## config.mk

```make
export PLATFORM = sky130hd
export DESIGN_NAME = two_piston_cycle_sequencer_core
export DESIGN_NICKNAME = d
export VERILOG_FILES = /design/src/rtl/core/tpcs_pkg.sv /design/src/rtl/core/two_piston_cycle_sequencer_core.sv
export SDC_FILE = /design/constraint.sdc
export NUM_CORES = 1
export LEC_CHECK = 0
export ABC_AREA = 0
export BUFFER_PORTS_ARGS = -buffer_cell sky130_fd_sc_hd__buf_2
export CAP_MARGIN = 20
export CORE_MARGIN = 1
export CORE_UTILIZATION = 51
export CTS_BUF_LIST = sky130_fd_sc_hd__clkbuf_8 sky130_fd_sc_hd__clkbuf_16
export DETAILED_ROUTE_END_ITERATION = 8
export GPL_ROUTABILITY_DRIVEN = 0
export PLACE_DENSITY = 0.87
export SLEW_MARGIN = 10
export SYNTH_ARGS = -nofsm -noshare
export SYNTH_HDL_FRONTEND = slang
export SYNTH_SLANG_ARGS = --single-unit
```

## constraint.sdc

```tcl
create_clock -name clk_i -period 2.6 [get_ports clk_i]
set_input_delay 0.39 -clock clk_i [delete_from_list [all_inputs] [get_ports clk_i]]
set_output_delay 0.39 -clock clk_i [all_outputs]
set_load 0.005 [all_outputs]
```

## src/rtl/core/tpcs_pkg.sv

```systemverilog
// Shared constants and types for the two-piston cycle sequencer.
// Used by two_piston_cycle_sequencer_core and its port checker; no dependencies.
`default_nettype none

package tpcs_pkg;

  localparam int unsigned TimerBitsDef  = 16;
  localparam int unsigned SensorBitsDef = 10;

  localparam int unsigned TimeoutRst   = 15000;
  localparam int unsigned ThresholdRst = 288;

  // Sequencer phase codes
  localparam logic [1:0] PhIdle    = 2'd0;
  localparam logic [1:0] PhRetract = 2'd1;
  localparam logic [1:0] PhFeedExt = 2'd2;
  localparam logic [1:0] PhPackExt = 2'd3;

  // Command codes carried in the input tuser
  localparam logic [1:0] CmdTick  = 2'd0;
  localparam logic [1:0] CmdStart = 2'd1;
  localparam logic [1:0] CmdInit  = 2'd2;

  // Outcome codes
  localparam logic [1:0] OutNone    = 2'd0;
  localparam logic [1:0] OutSuccess = 2'd1;
  localparam logic [1:0] OutStopped = 2'd2;
  localparam logic [1:0] OutTimeout = 2'd3;

  // Configuration register indexes
  localparam logic [1:0] RegTimeout   = 2'd0;
  localparam logic [1:0] RegThreshold = 2'd1;
  localparam logic [1:0] RegRetInit   = 2'd2;

  localparam int unsigned CfgIdxW = 2;
  localparam int unsigned OutDataW = 16;

  typedef struct packed {
    logic recycle;
    logic pack_ret;
    logic pack_ext;
    logic feed_ret;
    logic feed_ext;
  } relay_t;

endpackage

`default_nettype wire

```

## src/rtl/core/two_piston_cycle_sequencer_core.sv

```systemverilog
// Two-piston cycle sequencer: relay sequencing of a feed and a packing piston.
// Depends on tpcs_pkg for codes, defaults and the relay struct.
//
//  channel  | direction | handshake                  | payload
//  ---------+-----------+----------------------------+-------------------------------------
//  s_axis   | in        | s_axis_tvalid_i/tready_o   | tuser: command; tdata: levels, key
//  m_axis   | out       | m_axis_tvalid_o/tready_i   | tdata: relays, busy, phase, outcome
//  cfg      | in        | cfg_valid_i/cfg_ready_o    | cfg_index_i, cfg_data_i
//
// One item per clock cycle sustained while m_axis_tready_i is not held low; a result
// passes through the input register, then the result register. The sequencer state
// updates in one pass of compares and a timer decrement as the item moves from
// the input register into the result register. While a result waits, the input
// register takes one more transaction and then holds tready low. Reset clears
// the state and loads the register defaults; the configuration port is always ready.
`default_nettype none

module two_piston_cycle_sequencer_core #(
  parameter int unsigned TIMER_BITS  = tpcs_pkg::TimerBitsDef,
  parameter int unsigned SENSOR_BITS = tpcs_pkg::SensorBitsDef,
  localparam int unsigned InFieldW = 4 * SENSOR_BITS + 1,
  localparam int unsigned InDataW  = ((InFieldW + 7) / 8) * 8,
  localparam int unsigned CfgDataW = (TIMER_BITS > SENSOR_BITS) ? TIMER_BITS : SENSOR_BITS
) (
  input  wire logic                         clk_i,
  input  wire logic                         rst_ni,
  // tuser: command[1:0]
  input  wire logic [1:0]                   s_axis_tuser_i,
  // tdata: feed_out_level, feed_in_level, pack_out_level, pack_in_level, key_click, pad
  input  wire logic [InDataW-1:0]           s_axis_tdata_i,
  input  wire logic                         s_axis_tvalid_i,
  output      logic                         s_axis_tready_o,
  // tdata: feed_extend_drive, feed_retract_drive, pack_extend_drive,
  //        pack_retract_drive, recycle_drive, busy_res, current_phase[1:0],
  //        outcome[1:0], pad
  output      logic [tpcs_pkg::OutDataW-1:0] m_axis_tdata_o,
  output      logic                         m_axis_tvalid_o,
  input  wire logic                         m_axis_tready_i,
  input  wire logic                         cfg_valid_i,
  output      logic                         cfg_ready_o,
  input  wire logic [tpcs_pkg::CfgIdxW-1:0] cfg_index_i,
  input  wire logic [CfgDataW-1:0]          cfg_data_i
);

  localparam int unsigned SB = SENSOR_BITS;

  // Configuration registers
  logic [TIMER_BITS-1:0]  timeout_q;
  logic [SENSOR_BITS-1:0] threshold_q;
  logic                   ret_init_q;

  assign cfg_ready_o = 1'b1;

  always_ff @(posedge clk_i or negedge rst_ni) begin
    if (!rst_ni) begin
      timeout_q   <= TIMER_BITS'(tpcs_pkg::TimeoutRst);
      threshold_q <= SENSOR_BITS'(tpcs_pkg::ThresholdRst);
      ret_init_q  <= 1'b1;
    end else if (cfg_valid_i) begin
      unique case (cfg_index_i)
        tpcs_pkg::RegTimeout:   timeout_q   <= cfg_data_i[TIMER_BITS-1:0];
        tpcs_pkg::RegThreshold: threshold_q <= cfg_data_i[SENSOR_BITS-1:0];
        tpcs_pkg::RegRetInit:   ret_init_q  <= cfg_data_i[0];
        default: ;
      endcase
    end
  end

  // Input register
  logic                   in_valid_q;
  logic [1:0]             cmd_q;
  logic [InFieldW-1:0]    in_data_q;
  logic                   advance;

  assign advance         = in_valid_q && (!m_axis_tvalid_o || m_axis_tready_i);
  assign s_axis_tready_o = !in_valid_q || advance;

  always_ff @(posedge clk_i or negedge rst_ni) begin
    if (!rst_ni) begin
      in_valid_q <= 1'b0;
    end else if (s_axis_tready_o) begin
      in_valid_q <= s_axis_tvalid_i;
    end
  end

  always_ff @(posedge clk_i) begin
    if (s_axis_tvalid_i && s_axis_tready_o) begin
      cmd_q     <= s_axis_tuser_i;
      in_data_q <= s_axis_tdata_i[InFieldW-1:0];
    end
  end

  logic [SB-1:0] feed_out_lvl, feed_in_lvl, pack_out_lvl, pack_in_lvl;
  logic          key_click;

  assign feed_out_lvl = in_data_q[SB-1:0];
  assign feed_in_lvl  = in_data_q[2*SB-1:SB];
  assign pack_out_lvl = in_data_q[3*SB-1:2*SB];
  assign pack_in_lvl  = in_data_q[4*SB-1:3*SB];
  assign key_click    = in_data_q[4*SB];

  // Sequencer state
  logic [1:0]            phase_q, phase_d;
  logic                  init_mode_q, init_mode_d;
  logic [TIMER_BITS-1:0] ticks_q, ticks_d;
  logic                  feed_seen_q, feed_seen_d;
  logic                  pack_seen_q, pack_seen_d;
  tpcs_pkg::relay_t      relay_q, relay_d;
  logic [1:0]            outcome;

  logic                  enter;
  logic [1:0]            enter_phase;
  logic                  done;
  logic                  feed_home, pack_home;

  assign feed_home = feed_seen_q || (feed_in_lvl > threshold_q);
  assign pack_home = pack_seen_q || (pack_in_lvl > threshold_q);

  always_comb begin
    phase_d     = phase_q;
    init_mode_d = init_mode_q;
    ticks_d     = ticks_q;
    feed_seen_d = feed_seen_q;
    pack_seen_d = pack_seen_q;
    relay_d     = relay_q;
    outcome     = tpcs_pkg::OutNone;
    enter       = 1'b0;
    enter_phase = tpcs_pkg::PhRetract;
    done        = 1'b0;

    if (phase_q == tpcs_pkg::PhIdle) begin
      if (cmd_q == tpcs_pkg::CmdStart) begin
        relay_d.recycle = 1'b0;
        init_mode_d     = 1'b0;
        enter           = 1'b1;
      end else if (cmd_q == tpcs_pkg::CmdInit) begin
        if (ret_init_q) begin
          relay_d.recycle = 1'b0;
          init_mode_d     = 1'b1;
          enter           = 1'b1;
        end else begin
          outcome = tpcs_pkg::OutSuccess;
        end
      end
    end else begin
      unique case (phase_q)
        tpcs_pkg::PhRetract: begin
          feed_seen_d = feed_home;
          pack_seen_d = pack_home;
          done        = feed_home && pack_home;
        end
        tpcs_pkg::PhFeedExt: done = feed_out_lvl > threshold_q;
        default:             done = pack_out_lvl > threshold_q;
      endcase

      if (done) begin
        if (phase_q == tpcs_pkg::PhRetract && init_mode_q) begin
          outcome = tpcs_pkg::OutSuccess;
        end else begin
          enter = 1'b1;
          // wrap from the packing stroke back to the retract phase
          enter_phase = (phase_q == tpcs_pkg::PhPackExt) ? tpcs_pkg::PhRetract
                                                         : phase_q + 2'd1;
        end
      end else if (key_click) begin
        outcome = tpcs_pkg::OutStopped;
      end else if (ticks_q <= TIMER_BITS'(1)) begin
        ticks_d = '0;
        outcome = tpcs_pkg::OutTimeout;
      end else begin
        ticks_d = ticks_q - TIMER_BITS'(1);
      end

      // finish on success of init, stop or timeout
      if (outcome != tpcs_pkg::OutNone) begin
        relay_d.feed_ext = 1'b0;
        relay_d.feed_ret = 1'b0;
        relay_d.pack_ext = 1'b0;
        relay_d.pack_ret = 1'b0;
        relay_d.recycle  = 1'b1;
        phase_d          = tpcs_pkg::PhIdle;
        init_mode_d      = 1'b0;
      end
    end

    if (enter) begin
      phase_d          = enter_phase;
      ticks_d          = timeout_q;
      relay_d.feed_ext = (enter_phase == tpcs_pkg::PhFeedExt);
      relay_d.feed_ret = (enter_phase == tpcs_pkg::PhRetract);
      relay_d.pack_ext = (enter_phase == tpcs_pkg::PhPackExt);
      relay_d.pack_ret = (enter_phase == tpcs_pkg::PhRetract);
      if (enter_phase == tpcs_pkg::PhRetract) begin
        feed_seen_d = 1'b0;
        pack_seen_d = 1'b0;
      end
    end
  end

  always_ff @(posedge clk_i or negedge rst_ni) begin
    if (!rst_ni) begin
      phase_q     <= tpcs_pkg::PhIdle;
      init_mode_q <= 1'b0;
      ticks_q     <= '0;
      feed_seen_q <= 1'b0;
      pack_seen_q <= 1'b0;
      relay_q     <= '0;
    end else if (advance) begin
      phase_q     <= phase_d;
      init_mode_q <= init_mode_d;
      ticks_q     <= ticks_d;
      feed_seen_q <= feed_seen_d;
      pack_seen_q <= pack_seen_d;
      relay_q     <= relay_d;
    end
  end

  // Result register
  logic [tpcs_pkg::OutDataW-1:0] res_data_d;

  assign res_data_d = {6'b0, outcome, phase_d, (phase_d != tpcs_pkg::PhIdle),
                       relay_d.recycle, relay_d.pack_ret, relay_d.pack_ext,
                       relay_d.feed_ret, relay_d.feed_ext};

  always_ff @(posedge clk_i or negedge rst_ni) begin
    if (!rst_ni) begin
      m_axis_tvalid_o <= 1'b0;
    end else if (advance) begin
      m_axis_tvalid_o <= 1'b1;
    end else if (m_axis_tready_i) begin
      m_axis_tvalid_o <= 1'b0;
    end
  end

  always_ff @(posedge clk_i) begin
    if (advance) begin
      m_axis_tdata_o <= res_data_d;
    end
  end

endmodule

`default_nettype wire

```

==> results.yml, run 1 <==
outcome:
  status: "finished, violations left"
  failed_checks: "negative setup slack"
setup_path:
  arrival_ps: 3360
  cp.required_ps: 2910
  start_kind: "flip-flop"
  worstSetupEndpointType: "flip-flop"
  reg2reg_slack_ps: -450
  crit_type: "reg -> reg"
  crit_fanout: 9
  r2r_end: "ticks_q[5]"
  rr_worst_depth: 13
  r2r_start: "threshold_q[5]"
yosys:
  syn_area_sq_um: 5538
  synth_top_family_by_area: "compound AO/OA/AOI/OAI gates"
  post-synth-top-area-cell: "edfxtp_1"
  synth-simple-area-share: 0.1080
  syn_inst: 473
  synth_compound_area_frac: 0.1319
  ys_types: 62
  synth_fa_ha_area_frac: 0.1017
  synth_warnings: 0
  synth_most_common_cell: "edfxtp_1"
  muxShareOfSynthArea: 0.07117
  synth_edf_count: 53
  seq_area_frac_synth: 0.5382
  ys_ff_latch: 108
  synth_top_area_frac: 0.2874
  synthTopCellsByArea: "edfxtp_1 29%, dfrtp_1 20%, ha_1 10%, mux2_2 5.5%, dfstp_2 4.7%"
  async_flop_share: 0.5093
  synth-xor-area-share: 0
  synth_area_per_cell_sq_um: 11.71
  synth_flop_cell: "edfxtp_1"
  synth_common_cells: "53 x edfxtp_1, 45 x dfrtp_1, 45 x ha_1, 42 x inv_1, 31 x nand2_1"
power_and_ir_drop:
  switching_power_w: 0.002907
  combPwrFrac: 0.528
  ir_drop_v: 0.0005690
  p_clk_frac: 0.126
  share_seq_of_total_power: 0.346
  power.leakage_nw: 3.084
  p_sw_frac: 0.4022
  internal-power_w: 0.004319
  powerDensity_nw_per_um2: 1016
clock_tree:
  ctsHoldBuffers: 0
  clock-root-buffer: "clkbuf_8"
  clock-sinks: 108
  insertion_delay_ps: 400
  cts_tree: "yes"
  cts.path.max_buffers: 2
  clk_pin_slew_worst_paths_ps: 100
  cts_max_level: 3
  cts_buffers: 9
min_path:
  min_path_type: "in -> async"
sta:
  min_period_ps: 3052
  finalHoldViolations: 0
  finalClockSkew_ps: 12.81
  maxSlewViolCount: 0
  finalSetupTns_ps: -13230
  worst_slack_ps: -452.2
  max_freq_mhz: 327.6
  post-route-period-util: 1.174
  max_slew.worst_pin.slew_ps: 1130
  slew-limit-headroom: 0.2385
  rsz0062_at_grt: "yes"
  finalSetupViolCount: 35
die:
  die_h_um: 106.2
  die-area_sq_um: 11280
  fp-row-count: 37
  ios: 92
  design.core.area_sq_um: 10420
  start_util: 0.5317
  die_w_um: 106.2
cells_and_area:
  drive_gt1_frac: 0.4346
  fill_cells: 692
  stdcell_count: 755
  ff_latch_area_sq_um: 2980
  fin_area_sq_um: 7116
  multi_input_area_sq_um: 2701
  diodes: 0
  final_nets: 732
  synthToLayoutAreaGrowth_pct: 28.49
route:
  viasPerCell: 6.090
  drtIter0Drc: 492
  drc: 0
  drt_pass1_iterations: 5
  via_count: 4598
  postRouteAntennaNets: 0
  avgRoutedWirePerCell_um: 19.84
  routed_wl_um: 14980
job:
  cap_violations: 0
grt:
  grt_pass1_vias: 4483
  grt_use_total: 0.2482
  grt_max_degree: 44
  grt_antenna_before_repair: 0
  grt_overflow: 0
  grt_pass1_wl_um: 21290
placement:
  hpwl_um: 9005
  port_buffers: 77
  dpl-instance-area_sq_um: 6371
  post-place-cells: 714
-- routing by layer --
metal,GRT usage,share of wire,vias to the layer above
li1,-,-,2021
met2,0.4188,0.49,318
met3,0.04966,0.080,85
met4,0.1627,0.057,0
met1,0.2868,0.37,2174
met5,0,0,-
-- how the worst max path moves through the flow --
stage / from / end / slack [ps] / cells after the start
after floorplan: threshold_q[8] / relay_q[1] / -130 / 10
after global placement: threshold_q[8] / feed_seen_q / -320 / 10
after detailed placement: threshold_q[8] / feed_seen_q / -470 / 10
after CTS: threshold_q[8] / ticks_q[5] / -330 / 12
after global routing: threshold_q[9] / ticks_q[9] / -590 / 14
final: threshold_q[5] / ticks_q[5] / -450 / 13
-- stage by stage --
step	power [W]	hold slack (ps)	util	setup WS [ps]
2_1_floorplan	0.004239	94.41	-	-127.4
3_3_place_gp	0.004982	461.3	0.6117	-324.6
3_5_place_dp	0.005164	473.5	0.6117	-466.9
4_1_cts	0.006432	125.3	0.6557	-325.8
5_1_grt	0.007549	152.6	0.6831	-588.5
6_report	0.007226	111.4	0.6831	-452.2
-- layout by cell type (no fill, tap or decap), types with 4 or more instances in the layout --
| cell type | n |
|---|---|
| buf_2 | 77 |
| edfxtp_1 | 53 |
| buf_4 | 52 |
| dfrtp_1 | 45 |
| inv_1 | 38 |
| ha_1 | 37 |
| mux2_2 | 27 |
| nand2_1 | 23 |
| nor2_1 | 21 |
| a21oi_1 | 17 |
| a21oi_2 | 14 |
| o22ai_1 | 12 |
| nand4_1 | 11 |
| dfstp_2 | 10 |
| mux2i_1 | 9 |
| clkbuf_8 | 9 |
| o21ai_1 | 8 |
| nand2b_1 | 8 |
| nand2_2 | 8 |
| ha_4 | 8 |
| a21o_1 | 7 |
| nand3_1 | 7 |
| conb_1 | 7 |
| o211ai_1 | 6 |
| a22oi_1 | 6 |
| o21ai_2 | 6 |
| inv_2 | 5 |
| or3_1 | 5 |
| o21ai_0 | 4 |
| nor4_1 | 4 |
| buf_6 | 4 |
-- registers in the layout, indices dropped and copies added (netlist names), 2 cells and up --
register	cells
timeout_q	16
ticks_q	16
threshold_q	10
m_axis_tdata_o	10
relay_q	5
in_data_q	41
cmd_q	2
phase_q	2
-- cells by family (layout without fill, tap and decap cells) --
group | count (synthesis) | count (layout)
AO/OA/AOI/OAI | 109 | 109
buffers and inverters | 58 | 197
AND/OR/NAND/NOR | 115 | 117
flip-flops | 108 | 108
adder cells (fa/ha/maj) | 45 | 45
multiplexers | 36 | 36
other | 2 | 7
-- repair_timing --
action | in CTS | in global routing
gates resized for setup | 36 | 55
endpoints found under the setup margin | 36 | 36
setup buffers | 10 | 14
hold endpoints to repair | 0 | 0
pin swaps | 20 | 34
gates cloned | 4 | 1
-- power by group through the flow --
stage | Combinational [W] | Clock [W] | Sequential, W
floorplan | 0.00179 | 0 | 0.00245
CTS | 0.00305 | 0.000909 | 0.00247
detailed placement | 0.00266 | 0 | 0.00250
global route | 0.00403 | 0.000977 | 0.00254
finish | 0.00381 | 0.000909 | 0.00250
global placement | 0.00251 | 0 | 0.00248
-- final cells by class --
cell class	instances	area share
sequential	108	0.4189
clock buffer	9	0.01741
clock inverter	7	0.005099
tap	136	0.02391
multi-input combinational	314	0.3796
inverter	42	0.02286
timing repair buffer	139	0.1322
-- critical path, cell delays in order (launching register included) --
cell and delay [ps]:
dfstp_2 580, inv_4 90, ha_4 290, nand4_1 130, buf_4 180, o31ai_2 340
o32ai_2 160, buf_4 180, a211oi_4 240, o21a_1 230, buf_12 150, buf_8 150
a21oi_2 60, o22ai_1 180
Power figures use the tool's default switching activity.
==> run 2, diff against run 1 <==
--- a/config.mk
+++ b/config.mk
@@ -13,6 +13,7 @@
 export CTS_BUF_LIST = sky130_fd_sc_hd__clkbuf_8 sky130_fd_sc_hd__clkbuf_16
 export DETAILED_ROUTE_END_ITERATION = 8
 export GPL_ROUTABILITY_DRIVEN = 0
+export GPL_TIMING_DRIVEN = 0
 export PLACE_DENSITY = 0.87
 export SLEW_MARGIN = 10
 export SYNTH_ARGS = -nofsm -noshare
==> run 2 against run 1 <==
Compared with the run above:
- the run still ends with negative setup slack left
- clock power down 2%
- register-to-register slack worse by 30 ps
- cell count down 2.8%
- non-clock buffer count down 19
- routed wire length down 9.1%
- first-iteration DRC count down 11%
- combinational power down 12%
- total power down 6.3%
- worst hold slack better by 62 ps
- worst setup slack worse by 28 ps
- critical endpoint is now ticks_q[9]
==> results.yml, run 2 (synthesized netlist as in run 1, its figures left out) <==
setup_path:
  crit_type: "reg -> reg"
  crit_fanout: 7
  start_kind: "flip-flop"
  worstSetupEndpointType: "flip-flop"
  cp.required_ps: 2880
  arrival_ps: 3360
route:
  wl_met2_um: 6595
  dr.max_layer_used: "met4"
  wl_met3_um: 995
  postRouteAntennaNets: 0
  via_count: 4349
  routed_wl_um: 13620
  viasPerCell: 5.925
  drc: 0
  drtIter0Drc: 439
  avgRoutedWirePerCell_um: 18.55
  drt_pass1_iterations: 6
  wl_met1_um: 5265
grt:
  grt_max_degree: 40
  grt_antenna_before_repair: 0
  grt_pass1_vias: 4217
  grt_use_total: 0.2411
  grt_pass1_wl_um: 20600
  grt_overflow: 0
power_and_ir_drop:
  powerDensity_nw_per_um2: 988.6
  ir_drop_v: 0.0004620
  power.leakage_nw: 2.941
  power_w: 0.006770
clock_tree:
  clock-root-buffer: "clkbuf_8"
  cts_max_level: 3
  clk_pin_slew_worst_paths_ps: 100
  clock-sinks: 108
  cts_buffers: 9
  cts_tree: "yes"
  insertion_delay_ps: 400
  cts.path.max_buffers: 2
die:
  die-area_sq_um: 11280
  die_h_um: 106.2
  start_util: 0.5317
  design.core.area_sq_um: 10420
  die_w_um: 106.2
  ios: 92
  fp-row-count: 37
sta:
  min_period_ps: 3080
  max_slew.worst_pin.slew_ps: 798.0
  max_freq_mhz: 324.6
  worst_slack_ps: -480.3
  finalClockSkew_ps: 24.32
  finalSetupTns_ps: -13490
  slew-limit-headroom: 0.4631
  rsz0062_at_grt: "yes"
  finalHoldViolations: 0
  post-route-period-util: 1.185
  finalSetupViolCount: 36
  maxSlewViolCount: 0
placement:
  port_buffers: 77
  hpwl_um: 8867
  dpl-instance-area_sq_um: 6195
job:
  cap_violations: 0
cells_and_area:
  final_nets: 711
  drive_gt1_frac: 0.3763
  reg.largest.list: "in_data_q: 41 flops, ticks_q: 16 flops, timeout_q: 16 flops"
  diodes: 0
  post-route-util: 0.6574
  mostFrequentLayoutCells: "79 x buf_2, 53 x edfxtp_1, 45 x dfrtp_1"
  synthToLayoutAreaGrowth_pct: 23.66
  largest_register_ff_count: 41
  final_common_cell: "buf_2"
  fin_area_sq_um: 6848
  regMostFlops: "in_data_q"
  fill_cells: 742
outcome:
  failed_checks: "negative setup slack"
  status: "finished, violations left"
min_path:
  min_path_type: "in -> reg"
[run 2: worst max-delay path: stages (launching register included)]
cell	delay, ps
dfstp_2	560
clkinvlp_4	190
ha_4	340
nand4_1	150
buf_4	190
o31ai_4	300
o31ai_4	140
buf_4	150
a22oi_2	190
o211ai_1	150
buf_4	210
buf_4	140
o21bai_1	150
o2bb2ai_1	120
[run 2: worst paths after layout]
path / start / endpoint / slack, ps / depth (start not counted)
setup / recovery: threshold_q[5] / ticks_q[9] / -480 / 13
hold / removal: s_axis_tdata_i[38] / in_data_q[38] / 170 / 1
setup reg to reg: threshold_q[5] / ticks_q[9] / -480 / 13
hold reg to reg: in_valid_q / m_axis_tvalid_o / 490 / 1
max in group asynchronous: rst_ni / timeout_q[4] / 1460 / 3
min in group asynchronous: rst_ni / init_mode_q / 490 / 2
[run 2: layer usage]
metal | GRT usage | vias up
li1 | - | 1974
met1 | 0.2934 | 2041
met2 | 0.3952 | 266
met3 | 0.04598 | 68
met4 | 0.1508 | 0
met5 | 0 | -
[run 2: layout make-up]
| type | count | area (sq um) | share of cell area |
|---|---|---|---|
| well taps | 136 | 170.2 | 0.02485 |
| flip-flops and latches | 108 | 2980 | 0.4352 |
| clock buffers | 9 | 123.9 | 0.01809 |
| inverters | 42 | 161.4 | 0.02357 |
| clock inverters | 7 | 32.53 | 0.004751 |
| multi-input cells | 312 | 2591 | 0.3784 |
| plain buffers | 16 | 137.6 | 0.02010 |
| repair buffers | 104 | 650.6 | 0.09501 |
[run 2: what timing repair did]
item / in CTS / in global routing
pin swaps: 17 / 13
resized for setup: 45 / 32
setup buffers: 14 / 3
cloned: 5 / 1
hold endpoints to repair: 18 / 0
hold buffers: 1 / 0
setup endpoints to repair: 36 / 36
[run 2: where the power goes]
group          internal (W)  leakage, nW  switching (W)
combinational       0.00149         1.68        0.00188
clock              0.000332       0.0940       0.000560
sequential          0.00225         1.16       0.000262
total               0.00407         2.94        0.00270
[run 2: per-stage QoR]
step	setup WS, ps	cells	hold WS, ps
2_1_floorplan	-127.4	478	94.41
3_3_place_gp	-405.0	691	460.7
3_5_place_dp	-528.7	693	382.3
4_1_cts	-390.9	729	166.9
5_1_grt	-610.0	734	155.0
6_report	-480.3	734	173.9
